`src/rtl/core/dia_pkg.sv`:
```
package dia_pkg;

  localparam int HEAP_DEPTH  = 1024;
  localparam int PTR_W       = $clog2(HEAP_DEPTH);
  localparam int FILL_W      = $clog2(HEAP_DEPTH + 1);
  localparam int IDX_W       = 11;
  localparam int CNT_W       = 11;
  localparam int RES_W       = 10;
  localparam int STRIDE_W    = 16;
  localparam int ADDR_W      = 64;
  localparam int OFF_W       = IDX_W + STRIDE_W;
  localparam int CMD_W       = 3;
  localparam int STATUS_W    = 3;
  localparam int CFG_IDX_W   = 3;
  localparam int QUEUE_DEPTH = 2;
  localparam int QPTR_W      = $clog2(QUEUE_DEPTH);
  localparam int QCNT_W      = $clog2(QUEUE_DEPTH + 1);

  localparam int IN_DATA_W   = 24;
  localparam int OUT_DATA_W  = 144;

  localparam logic [IDX_W-1:0] SLOT_NONE = IDX_W'(1024);

  // configuration register indexes
  localparam logic [CFG_IDX_W-1:0] CFG_SLOTS   = 3'd0;
  localparam logic [CFG_IDX_W-1:0] CFG_STRIDE  = 3'd1;
  localparam logic [CFG_IDX_W-1:0] CFG_CPU     = 3'd2;
  localparam logic [CFG_IDX_W-1:0] CFG_GPU     = 3'd3;
  localparam logic [CFG_IDX_W-1:0] CFG_VISIBLE = 3'd4;

  typedef enum logic [CMD_W-1:0] {
    CMD_ALLOC       = 3'd0,
    CMD_ALLOC_RANGE = 3'd1,
    CMD_FREE        = 3'd2,
    CMD_FREE_RANGE  = 3'd3,
    CMD_RESET       = 3'd4,
    CMD_TRANSLATE   = 3'd5
  } cmd_e;

  typedef enum logic [STATUS_W-1:0] {
    ST_OK       = 3'd0,
    ST_NOSPACE  = 3'd1,
    ST_OVERFLOW = 3'd2,
    ST_RANGE    = 3'd3,
    ST_NONE     = 3'd4
  } status_e;

  typedef struct packed {
    cmd_e             cmd;
    logic             none;
    logic [IDX_W-1:0] idx;
    logic [CNT_W-1:0] cnt;
  } req_t;

  typedef struct packed {
    logic [IDX_W-1:0]    cap;
    logic [STRIDE_W-1:0] stride;
    logic [ADDR_W-1:0]   cpu_base;
    logic [ADDR_W-1:0]   gpu_base;
    logic                visible;
  } cfg_t;

  typedef struct packed {
    logic [FILL_W-1:0] fill;
    logic [IDX_W-1:0]  next_unused;
    logic              reset_taken;
  } stat_t;

  function automatic logic [PTR_W-1:0] adv_ptr(input logic [PTR_W-1:0] p);
    adv_ptr = (p == PTR_W'(HEAP_DEPTH - 1)) ? '0 : p + PTR_W'(1);
  endfunction

endpackage

```
`src/rtl/core/dia_queue.sv`:
```
module dia_queue (
  input  logic          clk_i,
  input  logic          rst_ni,
  input  logic          push_valid_i,
  output logic          push_ready_o,
  input  dia_pkg::req_t push_req_i,
  output logic          pop_valid_o,
  input  logic          pop_ready_i,
  output dia_pkg::req_t pop_req_o
);
  import dia_pkg::*;

  req_t              entry_q [QUEUE_DEPTH];
  logic [QPTR_W-1:0] wptr_q, wptr_d;
  logic [QPTR_W-1:0] rptr_q, rptr_d;
  logic [QCNT_W-1:0] count_q, count_d;
  logic              do_push, do_pop;

  assign push_ready_o = (count_q != QCNT_W'(QUEUE_DEPTH));
  assign pop_valid_o  = (count_q != '0);
  assign pop_req_o    = entry_q[rptr_q];
  assign do_push      = push_valid_i && push_ready_o;
  assign do_pop       = pop_valid_o && pop_ready_i;

  always_comb begin
    wptr_d  = wptr_q;
    rptr_d  = rptr_q;
    count_d = count_q;
    if (do_push) begin
      wptr_d = (wptr_q == QPTR_W'(QUEUE_DEPTH - 1)) ? '0 : wptr_q + QPTR_W'(1);
    end
    if (do_pop) begin
      rptr_d = (rptr_q == QPTR_W'(QUEUE_DEPTH - 1)) ? '0 : rptr_q + QPTR_W'(1);
    end
    if (do_push && !do_pop) begin
      count_d = count_q + QCNT_W'(1);
    end else if (do_pop && !do_push) begin
      count_d = count_q - QCNT_W'(1);
    end
  end

  always_ff @(posedge clk_i or negedge rst_ni) begin
    if (!rst_ni) begin
      wptr_q  <= '0;
      rptr_q  <= '0;
      count_q <= '0;
    end else begin
      wptr_q  <= wptr_d;
      rptr_q  <= rptr_d;
      count_q <= count_d;
    end
  end

  always_ff @(posedge clk_i) begin
    if (do_push) begin
      entry_q[wptr_q] <= push_req_i;
    end
  end

endmodule

```
`config.mk`:
```
export PLATFORM = sky130hd
export DESIGN_NAME = dia_queue
export DESIGN_NICKNAME = d
export VERILOG_FILES = /design/src/rtl/core/dia_pkg.sv /design/src/rtl/core/dia_queue.sv
export SDC_FILE = /design/constraint.sdc
export NUM_CORES = 1
export LEC_CHECK = 0
export ABC_AREA = 0
export BUFFER_PORTS_ARGS = -buffer_cell sky130_fd_sc_hd__buf_4
export CAP_MARGIN = 10
export CORE_AREA = 5 5 71 67
export CTS_BUF_LIST = sky130_fd_sc_hd__clkbuf_2
export CTS_CLUSTER_SIZE = 28
export DETAILED_ROUTE_END_ITERATION = 16
export DIE_AREA = 0 0 76 72
export HOLD_SLACK_MARGIN = 0.03
export PLACE_DENSITY_LB_ADDON = 0.1
export SETUP_SLACK_MARGIN = 0.02
export SYNTH_ARGS = -nofsm -noshare
export SYNTH_HDL_FRONTEND = slang
export SYNTH_SLANG_ARGS = --single-unit
```
`constraint.sdc`:
```
create_clock -name clk_i -period 4.7 [get_ports clk_i]
set_clock_uncertainty 0.2 [all_clocks]
set_input_delay 0.705 -clock clk_i [delete_from_list [all_inputs] [get_ports clk_i]]
set_output_delay 0.705 -clock clk_i [all_outputs]
set_load 0.02 [all_outputs]
```
Word level (Yosys, flattened, before mapping). Memory sizes are Yosys's and may differ from the RTL's. Index checks and enable logic that the tools add are counted.

Bits in registers: 4. Latch bits: 0. RAM bits: 52. ROM bits: 0. Output and inout port bits: 28. Memories kept: 1.

Memory list: entry_q (depth 2, bits a word 26, read ports 1, clocked after memory_dff 0, write ports 1, RTL line dia_queue.sv:13) `req_t entry_q [QUEUE_DEPTH];`.

Add/sub/neg operators: 4. Multiply operators: 0. Div/mod/pow operators: 0. $lt $le $gt $ge: 0. Equality and inequality tests: 1. Shifts and indexed selects: 0. Muxes and demuxes: 6. Bitwise logic cells: 0. Reductions and logical operators: 8.

Operator list (count): $logic_and A1 B1 Y1 (4); $mux W1 (4); $mux W2 (2); $reduce_bool A2 Y1 (2); $add A1 B1 Y1 const B (2); $add A2 B1 Y2 const B (1); $logic_not A1 Y1 (2); $ne A2 B2 Y1 const B (1); $sub A2 B1 Y2 const B (1).

Longest topological paths before layout.
Word-level depth: 6. Depth in mapped cells: 7. Gate-level depth less buffers: 7.

Least setup slack after synthesis. OpenSTA, ideal clock, no wires.

Kind: input to register. Start point: in push_valid_i. End point: mem entry_q[0][0] in the netlist's numbering, enable pin. Library setup time: 0.409 ns. Arrival: 1.909 ns. Data required time: 4.091 ns. Setup slack: 2.182 ns. Stages: 2. Buffers on the path: 0. Cells stage by stage: nand2_1 -> nor2_1.

Cells in the longest elaborated chain, start to end: 3.

Ends and longest elaborated chain: start: declaration (RTL line dia_queue.sv:4) `input logic push_valid_i,`; $logic_and A1 B1 Y1 (RTL line dia_queue.sv:22) `assign do_push = push_valid_i && push_ready_o;`; $mux W1 (RTL line dia_queue.sv:55) `if (do_push) begin`; $mux W1 (implied by the code) (RTL line dia_queue.sv:56) `entry_q[wptr_q] <= push_req_i;`; end: declaration (RTL line dia_queue.sv:13).

Every way passes these cells.

==> results.sh <==
export IMPL_outcome="finished clean"
export IMPL_die_w_um=76
export IMPL_critPathBufInv=2
export IMPL_swShare_pct=30.7
export IMPL_cp_top_family="buffers and inverters"
export IMPL_syn_num_nets=130
export IMPL_io_buffers=57
export IMPL_syn_avg_cell_area_um2=21.9
export IMPL_power_switching_uw=519
export IMPL_cpPeakStageDelay_ns=0.49
export IMPL_cts_resized=0
export IMPL_synth_edf_count=52
export IMPL_io_pins=58
export IMPL_rsz0062_at_grt="false"
export IMPL_period_share_pct=58.4
export IMPL_route_vias_total=1044
export IMPL_drt_iter0_drc=27
export IMPL_area_growth_pct=25.9
export IMPL_cts_tree="done"
export IMPL_synth_cell_types=15
export IMPL_numClockSinks=56
export IMPL_crit_required_ns=3.80
export IMPL_synth_top_area_share_pct=71.9
export IMPL_leakagePower_nw=1.11
export IMPL_synth_area_top_cells="edfxtp_1, mux2_4, dfrtp_1"
export IMPL_drt_pass1_iter_count=4
export IMPL_ant_nets=0
export IMPL_worstMarginPinSlew_ns=0.398
export IMPL_synth_seq_area_share_pct=76.5
export IMPL_timing_final_ws_setup_ns=1.96
export IMPL_row_count=22
export IMPL_vdd_drop_max_mv=0.351
export IMPL_via_per_inst=4.90
export IMPL_power_frac_comb_pct=40.6
export IMPL_worst_path_max_delay_cell="dfrtp_1"
export IMPL_crit_top_cell="buf_4"
export IMPL_clkSlewWorstSetupHoldPaths_ns=0.25
export IMPL_track_usage_pct=12.3
export IMPL_cts_path_max_buffers=2
export IMPL_ys_seq_elements=56
export IMPL_die_y_um=72
export IMPL_antenna_cells=0
export IMPL_p_clk_share_pct=16.5
export IMPL_cts_made_buffers=5
export IMPL_netlist_instances=99
export IMPL_yosysMostFrequentCell="edfxtp_1"
export IMPL_synth_area_um2=2170
export IMPL_utilization_pct=69.4
export IMPL_critPathLaunchType="flop"
export IMPL_core_region_area_um2=3940
export IMPL_fin_nets=195
export IMPL_hold_class="in -> reg"
export IMPL_clk_latency_ns=0.41
export IMPL_gp_congestion=0.650
export IMPL_cts_max_level=2
export IMPL_critPathMaxFanout=24
export IMPL_rrSetupSlack_ns=2.82
export IMPL_grt_ovfl_total=0
export IMPL_power_density_nw_per_um2=618
export IMPL_cts_hold_buffers=1
export IMPL_hpwl_mm=2.36
export IMPL_layout_cells_non_filler=213
export IMPL_drive_above_1_share_pct=57.6
export IMPL_crit_arrival_ns=1.84
export IMPL_post_cts_buffers=0
export IMPL_ys_async_sr_fraction_pct=7.14
export IMPL_grt_pass1_vias=1089
export IMPL_cts_root_buf="clkbuf_2"
export IMPL_route_detailed_drc=0
export IMPL_grt_first_pass_wirelength_mm=5.18
export IMPL_ys_warn_count=0
export IMPL_dp_slack_ns=2.42
export IMPL_critPathKind="reg -> out"
export IMPL_p_int_mw=1.17
export IMPL_grt_max_degree=25
export IMPL_routedWlPerCell_um=15.2
export IMPL_yosysTopAreaCell="edfxtp_1"
export IMPL_setup_viol=0
export IMPL_cp_cell_sequence="buf_4 -> mux2_2 -> buf_4"
export IMPL_finalHoldViolCount=0
export IMPL_start_util_pct=55.1
export IMPL_dp_cells=204
export IMPL_synth_common_cells="edfxtp_1, mux2_4, mux2_2"
export IMPL_maxSlewViolCount=0
export IMPL_die_area_um2=5470
export IMPL_cap_violations=0
export IMPL_end_kind="primary output"
export IMPL_seqPwrFrac_pct=43.0
export IMPL_slew_headroom_pct=73.5
export IMPL_drt_wl_total_mm=3.23
export IMPL_min_period_ns=2.74
export IMPL_grt_antenna_before_repair=0
export IMPL_synthFlopType="edfxtp_1"
export IMPL_max_freq_mhz=365
export IMPL_finalSetupTns_ns=0
## through the flow
step / power [mW] / hold slack (ns) / instance area (um2)
6_report: 1.69 / 0.248 / 2730
5_1_grt: 1.78 / 0.171 / 2730
3_5_place_dp: 1.44 / 0.278 / 2630
3_3_place_gp: 1.43 / 0.274 / 2630
4_1_cts: 1.72 / 0.214 / 2730
2_1_floorplan: 1.23 / 0.209 / 2170
## power by group through the flow
stage | clock, mW | sequential [mW] | combinational (mW)
6_report | 0.278 | 0.726 | 0.685
5_1_grt | 0.309 | 0.738 | 0.732
4_1_cts | 0.287 | 0.728 | 0.702
3_5_place_dp | 0 | 0.740 | 0.700
3_3_place_gp | 0 | 0.733 | 0.694
2_1_floorplan | 0 | 0.725 | 0.508
## worst paths after layout
kind | startpoint | end | depth (start not counted)
worst min register to register | count_q[1] | count_q[1] | 1
worst max register to register | count_q[0] | entry_q[0][4] | 4
max in group asynchronous | rst_ni | rptr_q | 2
worst max-delay path | rptr_q | pop_req_o[5] | 3
worst min-delay path | push_req_i[22] | entry_q[0][22] | 1
min in group asynchronous | rst_ni | count_q[0] | 2
## cells by family (layout without fill, tap and decap cells)
| kind of cell | Yosys count | count (layout) | share of synthesized area [%] |
|---|---|---|---|
| XOR/XNOR | 5 | 5 | 2.02 |
| adder cells (fa/ha/maj) | 1 | 1 | 0.576 |
| buffers and inverters | 4 | 70 | 2.54 |
| flip-flops | 56 | 56 | 76.5 |
| multiplexers | 26 | 26 | 16.8 |
| AND/OR/NAND/NOR | 7 | 7 | 1.56 |
## metal layers
layer | vias up | GRT usage, % | routed length [um]
met3 | 4 | 4.84 | 254
met1 | 502 | 13.0 | 1190
met2 | 34 | 21.6 | 1760
li1 | 504 | - | -
met5 | - | 0 | 0
met4 | 0 | 5.93 | 31
## layout make-up
type                       instances  area, um2
sequential                        56       1660
fill                             265       1200
timing repair buffer              61        460
multi-input combinational         39        457
clock inverter                     2       60.1
tap                               48       60.1
clock buffer                       6       30.0
inverter                           1       3.75
## placed cells by master, fill, tap and decap left out
cell           Yosys  final
edfxtp_1          52     52
dfrtp_1            4      4
dlygate4sd3_1      0      1
mux2_4            19     19
inv_1              1      1
or2_1              1      1
mux2_2             7      7
buf_4              0     60
xnor2_1            3      3
and3_1             1      1
bufinv_16          0      2
nor2_2             0      1
nand2b_1           1      1
nor2_1             2      1
ha_1               1      1
clkbuf_2           0      6
nand2_1            2      2
xor2_1             2      2
## flip-flops by register name (all words and copies together), names as in the netlist
signal and flops:
entry_q 52, count_q 2, rptr_q 1, wptr_q 1
No activity file was read; power rests on OpenSTA's default activity.
